[src/hw/rtl/sipl_pkg.sv]
`default_nettype none

package sipl_pkg;

    localparam int POS_W   = 40;
    localparam int FWD_W   = 39;
    localparam int MAXH_W  = 7;
    localparam int SEED_W  = 10;
    localparam int RANK_W  = 10;
    localparam int WIDTH_W = 11;
    localparam int SLEN_W  = 11;
    localparam int IDX_W   = 6;
    localparam int K_W     = 12;
    localparam int CFG_IDX_W  = 1;
    localparam int CFG_DATA_W = 39;

    localparam logic [MAXH_W-1:0] HIT_CAP       = 7'd64;
    localparam logic [MAXH_W-1:0] MAX_HITS_INIT = 7'd64;

    localparam logic OP_WRITE = 1'b0;
    localparam logic OP_QUERY = 1'b1;

    localparam logic [CFG_IDX_W-1:0] CFG_FORWARD_LENGTH = 1'd0;
    localparam logic [CFG_IDX_W-1:0] CFG_MAX_HITS       = 1'd1;

    typedef enum logic [2:0] {
        S_IDLE,
        S_SETUP,
        S_DIV,
        S_SCAN,
        S_UNIQ,
        S_FLUSH
    } state_t;

    typedef struct packed {
        logic               opcode;
        logic [RANK_W-1:0]  table_addr;
        logic [POS_W-1:0]   table_value;
        logic [SEED_W-1:0]  seed_start;
        logic [SEED_W-1:0]  seed_end;
        logic               reverse_strand;
        logic               unique_seed;
        logic [POS_W-1:0]   unique_position;
        logic [WIDTH_W-1:0] interval_width;
        logic [RANK_W-1:0]  interval_low;
    } item_t;

    typedef struct packed {
        logic [POS_W-1:0] hit_position;
        logic             hit_valid;
        logic [IDX_W-1:0] hit_index;
        logic             last_in_run;
    } result_t;

endpackage

`default_nettype wire

[src/hw/rtl/sipl_hit_check.sv]
`default_nettype none

// lim = 2*forward_length - slen; a raw position r is a hit when lim_ok is set and r <= lim
module sipl_hit_check import sipl_pkg::*; (
    input  wire logic [POS_W-1:0] raw,
    input  wire logic [POS_W-1:0] lim,
    input  wire logic             lim_ok,
    input  wire logic             rev,
    output logic                  ok,
    output logic      [POS_W-1:0] pos
);

    always_comb
    begin
        ok  = lim_ok && (raw <= lim);
        pos = rev ? (lim - raw) : raw;
    end

endmodule

`default_nettype wire

[config.mk]
export PLATFORM = sky130hd
export DESIGN_NAME = sipl_hit_check
export DESIGN_NICKNAME = d
export VERILOG_FILES = /design/src/hw/rtl/sipl_pkg.sv /design/src/hw/rtl/sipl_hit_check.sv
export SDC_FILE = /design/constraint.sdc
export NUM_CORES = 1
export LEC_CHECK = 0
export ABC_AREA = 1
export ABC_CLOCK_PERIOD_IN_PS = 2600
export BUFFER_PORTS_ARGS = -buffer_cell sky130_fd_sc_hd__buf_2
export CORE_MARGIN = 8
export CORE_UTILIZATION = 39
export DETAILED_ROUTE_END_ITERATION = 7
export GPL_TIMING_DRIVEN = 0
export PLACE_DENSITY = 0.76
export REMOVE_ABC_BUFFERS = 1
export SLEW_MARGIN = 20
export SYNTH_ARGS = -nofsm -noshare
export SYNTH_HDL_FRONTEND = slang
export SYNTH_SLANG_ARGS = --single-unit
[constraint.sdc]
create_clock -name vclk -period 2.6
set_input_delay 0.39 -clock vclk [all_inputs]
set_output_delay 0.39 -clock vclk [all_outputs]
set_load 0.01 [all_outputs]
# Yosys cells after proc, flatten, opt, wreduce, memory -nomap -nowiden
# Index checks and enable logic that the tools add are counted.
# totals
output_inout_bits	41
ff_bits	0
# classes
magnitude_cmp	1
add_sub_neg	1
reduce_logical	1
n_mux	1
# op_table
cell	count
$le 40x40->1	1
$mux 40	1
$sub 40x40->40	1
$logic_and 1x1->1	1

# Longest topological paths before layout
# logic_depth
depth_word	2
depth_mapped	15
mapped_depth_nobuf	15

# Worst setup path after synthesis
# Ideal clock, no wire load.
# synth_timing
path_type	input to output
from	input port lim[0]
to	output port pos[32]
t_required_ns	2.210
slack_ns	0.341
cell_stages	15
t_arrival_ns	1.869
path_cell_list	inv_1 -> ha_1 -> inv_1 -> fa_1 -> nand3_1 -> nand3_2 -> nand2_1 -> nand3_1 -> nand2_1 -> nand2_1 -> nand2_1 -> nand2_1 -> nand2_1 -> nand3_1 -> nand2_1
# synth_between
elab_chain_cells	2
# synth_lines
item	line_no	rtl
start, declared	sipl_hit_check.sv:6	input wire logic [POS_W-1:0] lim,
$sub 40x40->40	sipl_hit_check.sv:16	pos = rev ? (lim - raw) : raw;
$mux 40	sipl_hit_check.sv:16	
end, declared	sipl_hit_check.sv:10	output logic [POS_W-1:0] pos
# No other way between the ends.

# Final worst setup path
# layout_timing
from	input port lim[0]
to	output port pos[24]
# Same word-level chain as after synthesis.

==> results.yml <==
final_layout:
  layout_common_cells: "272 x nand2_1, 159 x inv_1, 123 x buf_2, 64 x nor2_1, 44 x nand3_1"
  final-seq-area_um2: 0
  multi_input_area_mm2: 0.00329
  antennaDiodeCount: 0
  nets: 1009
  layout-drive-gt1-share: 0.264
  n_fill_cell: 1036
  seq_cell_count: 0
  final_util: 0.520
  area_delta_synth_final_pct: 30.8
  clkbuf_count: 0
  layout_commonest_cell: "nand2_1"
floorplan:
  die_area_mm2: 0.0126
  die_y_um: 112
  num_io_pins: 123
  die_w_um: 112
  start_util: 0.398
  rows: 35
  core_area_mm2: 0.00911
cts:
  cts_hold_buf: 0
yosys:
  yosysSeqAreaShare: 0
  synthSimpleGateAreaFrac: 0.531
  synth.area.mux_share: 0
  syn_area_per_cell_um2: 4.76
  synth_fa_ha_area_frac: 0.144
  post_synth_xor_area_fraction: 0.0411
  synth_top_family_by_area: "simple AND/OR/NAND/NOR gates"
  ys_types: 29
  syn_area_mm2: 0.00362
  synth_cells: 760
  synth_compound_area_frac: 0.104
  yosys_warnings: 0
sta:
  worst_pin_slew_ps: 634
  hold_viol: 0
  min_period_ps: 2560
  rsz0062_at_grt: "true"
  tns_ps: 0
  slew_headroom: 0.577
  setup-violations-final: 0
  max_freq_mhz: 391
  final-max-slew-violation-count: 0
  fin_crit_sh: 0.983
worst_setup_path:
  path_class: "in2out"
  critPathArrivalTime_ps: 2170
  cp-start-kind: "primary input"
  worstPathRequired_ps: 2210
  crit_fanout: 4
  worstSetupEndpointType: "output pin"
grt:
  grt_pass1_wl_um: 19100
  antenna_found_initial: 0
  grt_pass1_vias: 4334
  grt.total_usage: 0.173
  grt_max_degree: 53
  globalRouteOverflowTotal: 0
route:
  first_pass_iters: 5
  wirelength_um: 12000
  dr.first_iter.drc_count: 249
  via_per_inst: 4.71
  vias: 4687
  drc_errors: 0
  drtAntennaViolNets: 0
  wl_per_cell_um: 12.0
power_and_ir_drop:
  p_per_area_mw_per_mm2: 233
  ir_worst_vdd_mv: 0.0850
  leakage_nw: 2.91
placement:
  dp.final_hpwl_um: 9940
  place_congestion: 0.915
  port_buffers: 123
run:
  drv_cap: 0
worst_hold_path:
  min_path_type: "in2out"
outcome:
  status: "finished, final reports clean"
==> cell families after synthesis <==
logic type,Yosys count
adders and majority gates,41
xor gates and xnor gates,17
buffers and inverters,173
and+or+nand+nor,457
AOI/OAI and AO/OA,72
==> cell usage after synthesis, types with 2 or more instances <==
| library cell | number | share of area |
|---|---|---|
| nand3_1 | 48 | 0.066 |
| nor2_1 | 70 | 0.073 |
| ha_1 | 40 | 0.14 |
| nand3_2 | 8 | 0.022 |
| o21ai_0 | 24 | 0.033 |
| buf_2 | 3 | 0.0041 |
| nand2_2 | 11 | 0.019 |
| inv_2 | 3 | 0.0031 |
| xor2_1 | 3 | 0.0073 |
| nor2_4 | 2 | 0.0062 |
| o21ai_1 | 9 | 0.012 |
| nand2_1 | 296 | 0.31 |
| nor2_2 | 6 | 0.010 |
| a21oi_1 | 32 | 0.044 |
| o21bai_1 | 2 | 0.0041 |
| o22ai_1 | 3 | 0.0052 |
| nand4_1 | 4 | 0.0069 |
| or2_1 | 2 | 0.0035 |
| xnor2_1 | 14 | 0.034 |
| clkbuf_1 | 5 | 0.0052 |
| inv_1 | 161 | 0.17 |
| nor3_1 | 6 | 0.0083 |
| nand3b_1 | 2 | 0.0041 |
==> area by class of cell <==
type	instances	share of cell area
Timing Repair Buffer	132	0.146
Multi-Input combinational cell	587	0.694
Inverter	165	0.131
Tap cell	111	0.0293
==> critical path, cell delays in order <==
cell and delay [ps]:
buf_2 100, inv_2 40, ha_2 150, inv_2 50, fa_2 380, nand3_2 100
nand3_4 90, nand2_2 70, nand3_2 80, nand2_2 90, nand2_4 70, nand2_1 90
nand2_1 50, nand2_1 50, nand3_1 130, nand2_1 100, buf_2 130
==> stage by stage <==
step | hold slack, ps | setup WS [ps] | cells | power [W] | cell area, µm²
floorplan | 854 | 343 | 752 | 0.000675 | 3590
global placement | 1050 | -573 | 986 | 0.000973 | 4340
detailed placement | 1050 | -236 | 986 | 0.000978 | 4340
CTS | 1050 | 9.92 | 989 | 0.000994 | 4380
global route | 1060 | -50.7 | 995 | 0.00124 | 4740
finish | 1050 | 44.5 | 995 | 0.00110 | 4740
==> report_power, final <==
group          switching, W  total (W)  internal (W)
combinational      0.000662    0.00110      0.000442
clock                     0          0             0
sequential                0          0             0
total              0.000662    0.00110      0.000442
==> layer usage <==
metal	share of wire	GRT usage	up-vias
met5	0	0	-
met1	0.49	0.235	1987
met2	0.44	0.295	130
li1	-	-	2558
met3	0.066	0.0247	12
met4	0.011	0.00899	0
==> what timing repair did <==
action,in CTS,in global routing
buffers inserted,3,6
pin swaps,1,11
endpoints found under the setup margin,7,32
gates resized for setup,4,77
cloned,0,0
==> final timing paths <==
kind                    from  endpoint  slack, ps  cells past startpoint
worst min-delay path  lim_ok        ok       1050                      4
worst max-delay path  lim[0]   pos[24]         40                     17
Note: power is estimated with default switching activity, not from simulation.
