## src/hw/rtl/sipl_pkg.sv

```systemverilog
`default_nettype none

package sipl_pkg;

    localparam int POS_W   = 40;
    localparam int FWD_W   = 39;
    localparam int MAXH_W  = 7;
    localparam int SEED_W  = 10;
    localparam int RANK_W  = 10;
    localparam int WIDTH_W = 11;
    localparam int SLEN_W  = 11;
    localparam int IDX_W   = 6;
    localparam int K_W     = 12;
    localparam int CFG_IDX_W  = 1;
    localparam int CFG_DATA_W = 39;

    localparam logic [MAXH_W-1:0] HIT_CAP       = 7'd64;
    localparam logic [MAXH_W-1:0] MAX_HITS_INIT = 7'd64;

    localparam logic OP_WRITE = 1'b0;
    localparam logic OP_QUERY = 1'b1;

    localparam logic [CFG_IDX_W-1:0] CFG_FORWARD_LENGTH = 1'd0;
    localparam logic [CFG_IDX_W-1:0] CFG_MAX_HITS       = 1'd1;

    typedef enum logic [2:0] {
        S_IDLE,
        S_SETUP,
        S_DIV,
        S_SCAN,
        S_UNIQ,
        S_FLUSH
    } state_t;

    typedef struct packed {
        logic               opcode;
        logic [RANK_W-1:0]  table_addr;
        logic [POS_W-1:0]   table_value;
        logic [SEED_W-1:0]  seed_start;
        logic [SEED_W-1:0]  seed_end;
        logic               reverse_strand;
        logic               unique_seed;
        logic [POS_W-1:0]   unique_position;
        logic [WIDTH_W-1:0] interval_width;
        logic [RANK_W-1:0]  interval_low;
    } item_t;

    typedef struct packed {
        logic [POS_W-1:0] hit_position;
        logic             hit_valid;
        logic [IDX_W-1:0] hit_index;
        logic             last_in_run;
    } result_t;

endpackage

`default_nettype wire

```

## src/hw/rtl/sipl_div.sv

```systemverilog
`default_nettype none

// restoring divider, one quotient bit per cycle
module sipl_div import sipl_pkg::*; (
    input  wire logic               clk,
    input  wire logic               rst_n,
    input  wire logic               start,
    input  wire logic [WIDTH_W-1:0] dividend,
    input  wire logic [MAXH_W-1:0]  divisor,
    output logic                    busy,
    output logic      [WIDTH_W-1:0] quotient
);

    localparam int CNT_W = $clog2(WIDTH_W + 1);

    logic [MAXH_W-1:0]  rem_reg, rem_next;
    logic [WIDTH_W-1:0] quo_reg, quo_next;
    logic [CNT_W-1:0]   cnt_reg, cnt_next;
    logic               busy_reg, busy_next;
    logic [MAXH_W:0]    trial;
    logic [MAXH_W:0]    diff;
    logic               fits;

    always_comb
    begin
        trial     = {rem_reg, quo_reg[WIDTH_W-1]};
        diff      = trial - {1'b0, divisor};
        fits      = trial >= {1'b0, divisor};
        rem_next  = rem_reg;
        quo_next  = quo_reg;
        cnt_next  = cnt_reg;
        busy_next = busy_reg;
        if (start)
        begin
            rem_next  = '0;
            quo_next  = dividend;
            cnt_next  = CNT_W'(WIDTH_W);
            busy_next = 1'b1;
        end
        else if (busy_reg)
        begin
            // partial remainder stays below the divisor, so it fits in MAXH_W bits
            rem_next  = fits ? diff[MAXH_W-1:0] : trial[MAXH_W-1:0];
            quo_next  = {quo_reg[WIDTH_W-2:0], fits};
            cnt_next  = cnt_reg - 1'b1;
            busy_next = cnt_reg != CNT_W'(1);
        end
    end

    always_ff @(posedge clk or negedge rst_n)
    begin
        if (!rst_n)
        begin
            cnt_reg  <= '0;
            busy_reg <= 1'b0;
        end
        else
        begin
            cnt_reg  <= cnt_next;
            busy_reg <= busy_next;
        end
    end

    always_ff @(posedge clk)
    begin
        rem_reg <= rem_next;
        quo_reg <= quo_next;
    end

    assign busy     = busy_reg;
    assign quotient = quo_reg;

endmodule

`default_nettype wire

```

## config.mk

```make
export PLATFORM = sky130hd
export DESIGN_NAME = sipl_div
export DESIGN_NICKNAME = d
export VERILOG_FILES = /design/src/hw/rtl/sipl_pkg.sv /design/src/hw/rtl/sipl_div.sv
export SDC_FILE = /design/constraint.sdc
export NUM_CORES = 1
export LEC_CHECK = 0
export BUFFER_PORTS_ARGS = -buffer_cell sky130_fd_sc_hd__buf_2
export CAP_MARGIN = 25
export CORE_MARGIN = 10
export CORE_UTILIZATION = 33
export DETAILED_ROUTE_END_ITERATION = 6
export PLACE_DENSITY_LB_ADDON = 0.3
export SYNTH_ARGS = -nofsm -noshare
export SYNTH_HDL_FRONTEND = slang
export SYNTH_SLANG_ARGS = --single-unit
```

## constraint.sdc

```tcl
create_clock -name clk -period 6 [get_ports clk]
set_input_delay 0.6 -clock clk [delete_from_list [all_inputs] [get_ports clk]]
set_output_delay 0.6 -clock clk [all_outputs]
set_load 0.02 [all_outputs]
```

## Word level (Yosys, flattened, before mapping)

Cells that the tools add are included.

- Output and inout bits: 12
- Input bits: 21
- Flip-flop bits (word level): 23
- Word-level logic and storage cells: 16

- Eq/ne operators: 1
- Reductions and logical operators: 1
- $add $sub $neg: 2
- Muxes and demuxes: 7
- Magnitude comparators: 1

Operators by type and width:

| operator | count |
|---|---|
| 11-bit two-way mux | 2 |
| 8-bit by 7-bit greater-or-equal comparator with 1-bit output | 1 |
| 4-bit two-way mux | 2 |
| 7-bit two-way mux | 1 |
| 7-bit subtractor | 1 |
| 4-bit by 1-bit inequality test with 1-bit output, second input constant | 1 |
| 4-bit by 1-bit subtractor with 4-bit output, second input constant | 1 |
| 1-bit two-way mux | 2 |
| 2-bit nonzero test | 1 |

## Logic depth before layout (Yosys ltp)

- Depth in word-level cells: 3
- Gate-level depth with buffers: 9
- Depth with buffers taken out: 7

## Least setup slack after synthesis

No wires, ideal clock.

- Path type: input -> register
- Start: in divisor[0]
- End: reg rem_reg[2]
- Stages on the path: 8
- Library setup time: 88 ps
- Setup slack: 3599 ps
- Required time: 5912 ps
- Arrival: 2313 ps
- Path through: ha_1 > fa_1 > nand2b_2 > a211o_1 > buf_6 > and3_1 > buf_6 > a311oi_2

- Longest elaborated chain between the ends: 2
- Elaborated cells between the ends (all ways): 3

RTL lines:

| element | RTL line | source |
|---|---|---|
| from (decl) | sipl_div.sv:9 | `input wire logic [MAXH_W-1:0] divisor,` |
| 7-bit subtractor / 8-bit by 7-bit greater-or-equal comparator with 1-bit output (equally long branches) | sipl_div.sv:27, sipl_div.sv:28 |  |
| 7-bit two-way mux (*) | sipl_div.sv:43 | `rem_next = fits ? diff[MAXH_W-1:0] : trial[MAXH_W-1:0];` |
| to (signal assigned) | sipl_div.sv:66 | `rem_reg <= rem_next;` |
| to (decl) | sipl_div.sv:16 | `logic [MAXH_W-1:0] rem_reg, rem_next;` |

Mark *: on every way between the ends. The rest lies on a longest branch, timed or not.
A chain may end at the register's enable or synchronous reset.

## Worst setup path in the final report

Same ends and word-level chain as after synthesis.

==> impl_metrics.toml <==
[pwr]
vdd_drop_max_v = 0.0001292
leakagePower_nw = 0.7575
p_per_area_nw_per_um2 = 327.8

[critical_path]
r2r-start = "quotient[10]"
critPathArrivalTime_ns = 2.51
critPathBufInv = 1
r2r-end = "rem_reg[2]"
cp_cell_sequence = "buf_2 > ha_1 > fa_1 > nand2b_2 > a211o_1 > and3_1 > a311oi_2"
crit_required_ns = 6.18
critPathMaxStageDelay_ns = 0.40
cpMaxStageDelayCell = "fa_1"
end_kind = "register"
ff2ff_setup_slack_ns = 3.70
critPathKind = "in -> reg"
crit_family = "compound AO/OA/AOI/OAI gates"
cp_max_fo = 9
r2r.worst_path.cells = 7
startpoint = "divisor[0]"
worst_setup_path_start_kind = "input port"

[place]
place_area_um2 = 1709
gp_congestion = 0.7386
hpwl_um = 2510
port_buffers = 32

[yosys]
synth_top_cell_area_share_pct = 21.59
ys_seq_area_share_pct = 38.92
syn_avg_cell_area_um2 = 10.20
synth-main-ff-cell = "edfxtp_1"
synth_cell_types = 48
async_reset_ff_share_pct = 21.74
synth_top_family_by_area = "compound AO/OA/AOI/OAI gates"
yosys.area_share.simple_pct = 16.84
ys.warnings.count = 0
synth_area_um2 = 1530
syn-num-nets = 181
yosys-top-cells-area = "edfxtp_1 22%, dfxtp_1 9.2%, dfrtp_1 8.2%"
yosys.area.top_type = "edfxtp_1"
synth_compound_area_share_pct = 17.66
ys_seq_elements = 23
synth_xor_area_share_pct = 3.434
synthAdderAreaFrac_pct = 8.667
synth_edf_count = 11
synthMuxAreaShare_pct = 8.013
syn_inst = 150

[layout]
final_core_util_pct = 39.77
n_antenna_cell = 0
layout-drive-gt1-share_pct = 24.16
nets = 210
final_cell_area_um2 = 1755
largest_register_ffs = 11
synthToLayoutAreaGrowth_pct = 14.72

[global_routing]
first_global_vias = 1232
grt_max_degree = 32
grt_overflow = 0
grt_use_total_pct = 8.450
antenna_found_initial = 0
grt_first_pass_wirelength_um = 5492

[detailed_routing]
wl_per_cell_um = 13.99
drt-vias-per-instance = 5.196
firstDrtPassIters = 4
ant_nets = 0
num_vias = 1195
route.detailed.drc = 0
drt-initial-drc-count = 81
drt-total-wl_um = 3217

[worst_hold_path]
hold_path.class = "in -> async"

[clocking]
worstSkewPairLatency_ns = 0.26
path_clk_slew_ns = 0.08
post_cts_resized = 0
cts_sinks = 23
clockBufferDepth = 2
cts_htree_levels = 1
cts_root_buf = "clkbuf_8"
hold_buffers = 0
cts_tree = "built"
postCtsSetupBuffers = 0
cts-buffers-inserted = 3

[sta]
tightest_slew_ns = 0.7817
min_period_ns = 2.324
fin_skew_ns = 0.007791
relSlewSlack_pct = 47.89
fin_crit_sh_pct = 38.74
hold_slack_ns = 0.1460
setup_tns_ns = 0
final-hold-violation-count = 0
setup_viol = 0
drv_slew = 0
fmax_ghz = 0.4302
rsz0062_at_grt = "no"

[die]
core-area_um2 = 4414
die_height_um = 88.10
dieArea_um2 = 7761
ios = 33
chipWidth_um = 88.10
start_util_pct = 34.67
rows = 24

[flow_run]
cap_violations = 0

[status]
status = "finished clean"
==> stage by stage <==
step	worst slack, ns	std cells	total power, mW
detailed placement	3.391	226	0.4854
global placement	3.432	226	0.4857
finish	3.676	230	0.5754
CTS	3.679	230	0.5814
global route	3.577	230	0.6239
floorplan	3.599	150	0.4335
==> cell usage after synthesis, types with 2 or more instances <==
cell type and n:
nand2b_1 6, nor2_1 9, edfxtp_1 11, o21ai_0 3, o31ai_2 2, a41oi_1 4
nor2b_1 2, inv_1 14, nor3b_1 6, ha_1 9, a211oi_1 2, dfrtp_1 5
nand3_1 2, a21o_1 3, o21bai_1 2, o21ai_1 2, xor2_1 2, nand4_1 2
xnor2_1 4, buf_6 2, clkbuf_1 5, or2_1 3, nand2_1 9, a311oi_2 2
mux2_1 10, dfxtp_1 7
==> layout make-up <==
cell class | instances | area [um2]
Clock buffer | 3 | 41.29
Clock inverter | 1 | 5.005
Fill cell | 437 | 2659
Inverter | 14 | 52.55
Multi-Input combinational cell | 105 | 835.8
Sequential cell | 23 | 595.6
Tap cell | 52 | 65.06
Timing Repair Buffer | 32 | 160.2
==> report_power, final <==
| part | total, mW | leakage [nW] | internal, mW | switching, mW |
|---|---|---|---|---|
| combinational | 0.260 | 0.504 | 0.114 | 0.146 |
| clock | 0.0941 | 0.0255 | 0.0463 | 0.0478 |
| sequential | 0.221 | 0.228 | 0.198 | 0.0228 |
==> worst register-to-register path: stages (launching register included) <==
cell	delay [ns]
edfxtp_1	0.35
inv_1	0.07
ha_1	0.21
fa_1	0.40
nand2b_2	0.22
a211o_1	0.37
and3_1	0.32
a311oi_2	0.28
==> placed cells by master (no fill, tap or decap), types with 2 or more instances in the layout <==
cell type / instances
o21ai_1: 2
o21bai_1: 2
nand2_1: 9
o31ai_2: 2
a21o_1: 3
ha_1: 9
xnor2_1: 4
nand2b_1: 6
dfxtp_1: 7
nand4_1: 2
edfxtp_1: 11
a311oi_2: 2
mux2_1: 10
nor2b_1: 2
a41oi_1: 4
dfrtp_1: 5
a211oi_1: 2
o21ai_0: 3
nor2_1: 9
clkbuf_8: 3
nand3_1: 2
nor3b_1: 6
or2_1: 3
inv_1: 14
xor2_1: 2
buf_2: 32
==> per-layer routing <==
| metal | vias up | track usage (%) | share of wire (%) |
|---|---|---|---|
| met3 | 6 | 2.786 | 5.6 |
| met2 | 26 | 14.29 | 51 |
| met5 | - | 0 | 0 |
| li1 | 600 | - | - |
| met4 | 0 | 1.997 | 1.4 |
| met1 | 563 | 10.12 | 42 |
==> worst max path at each step <==
stage                     slack [ns]  depth (start not counted)    endpoint
after global placement          3.43                          7  rem_reg[0]
final                           3.68                          7  rem_reg[2]
after detailed placement        3.39                          7  rem_reg[2]
after floorplan                 3.60                          8  rem_reg[2]
after CTS                       3.68                          7  rem_reg[2]
after global routing            3.58                          7  rem_reg[2]
==> logic make-up after synthesis <==
family                     count (synthesis)
muxes                                     11
AOI/OAI and AO/OA                         32
adders and majority gates                 10
DFF                                       23
buffers and inverters                     22
and+or+nand+nor                           46
xor gates and xnor gates                   6
Power figures use the tool's default switching activity.
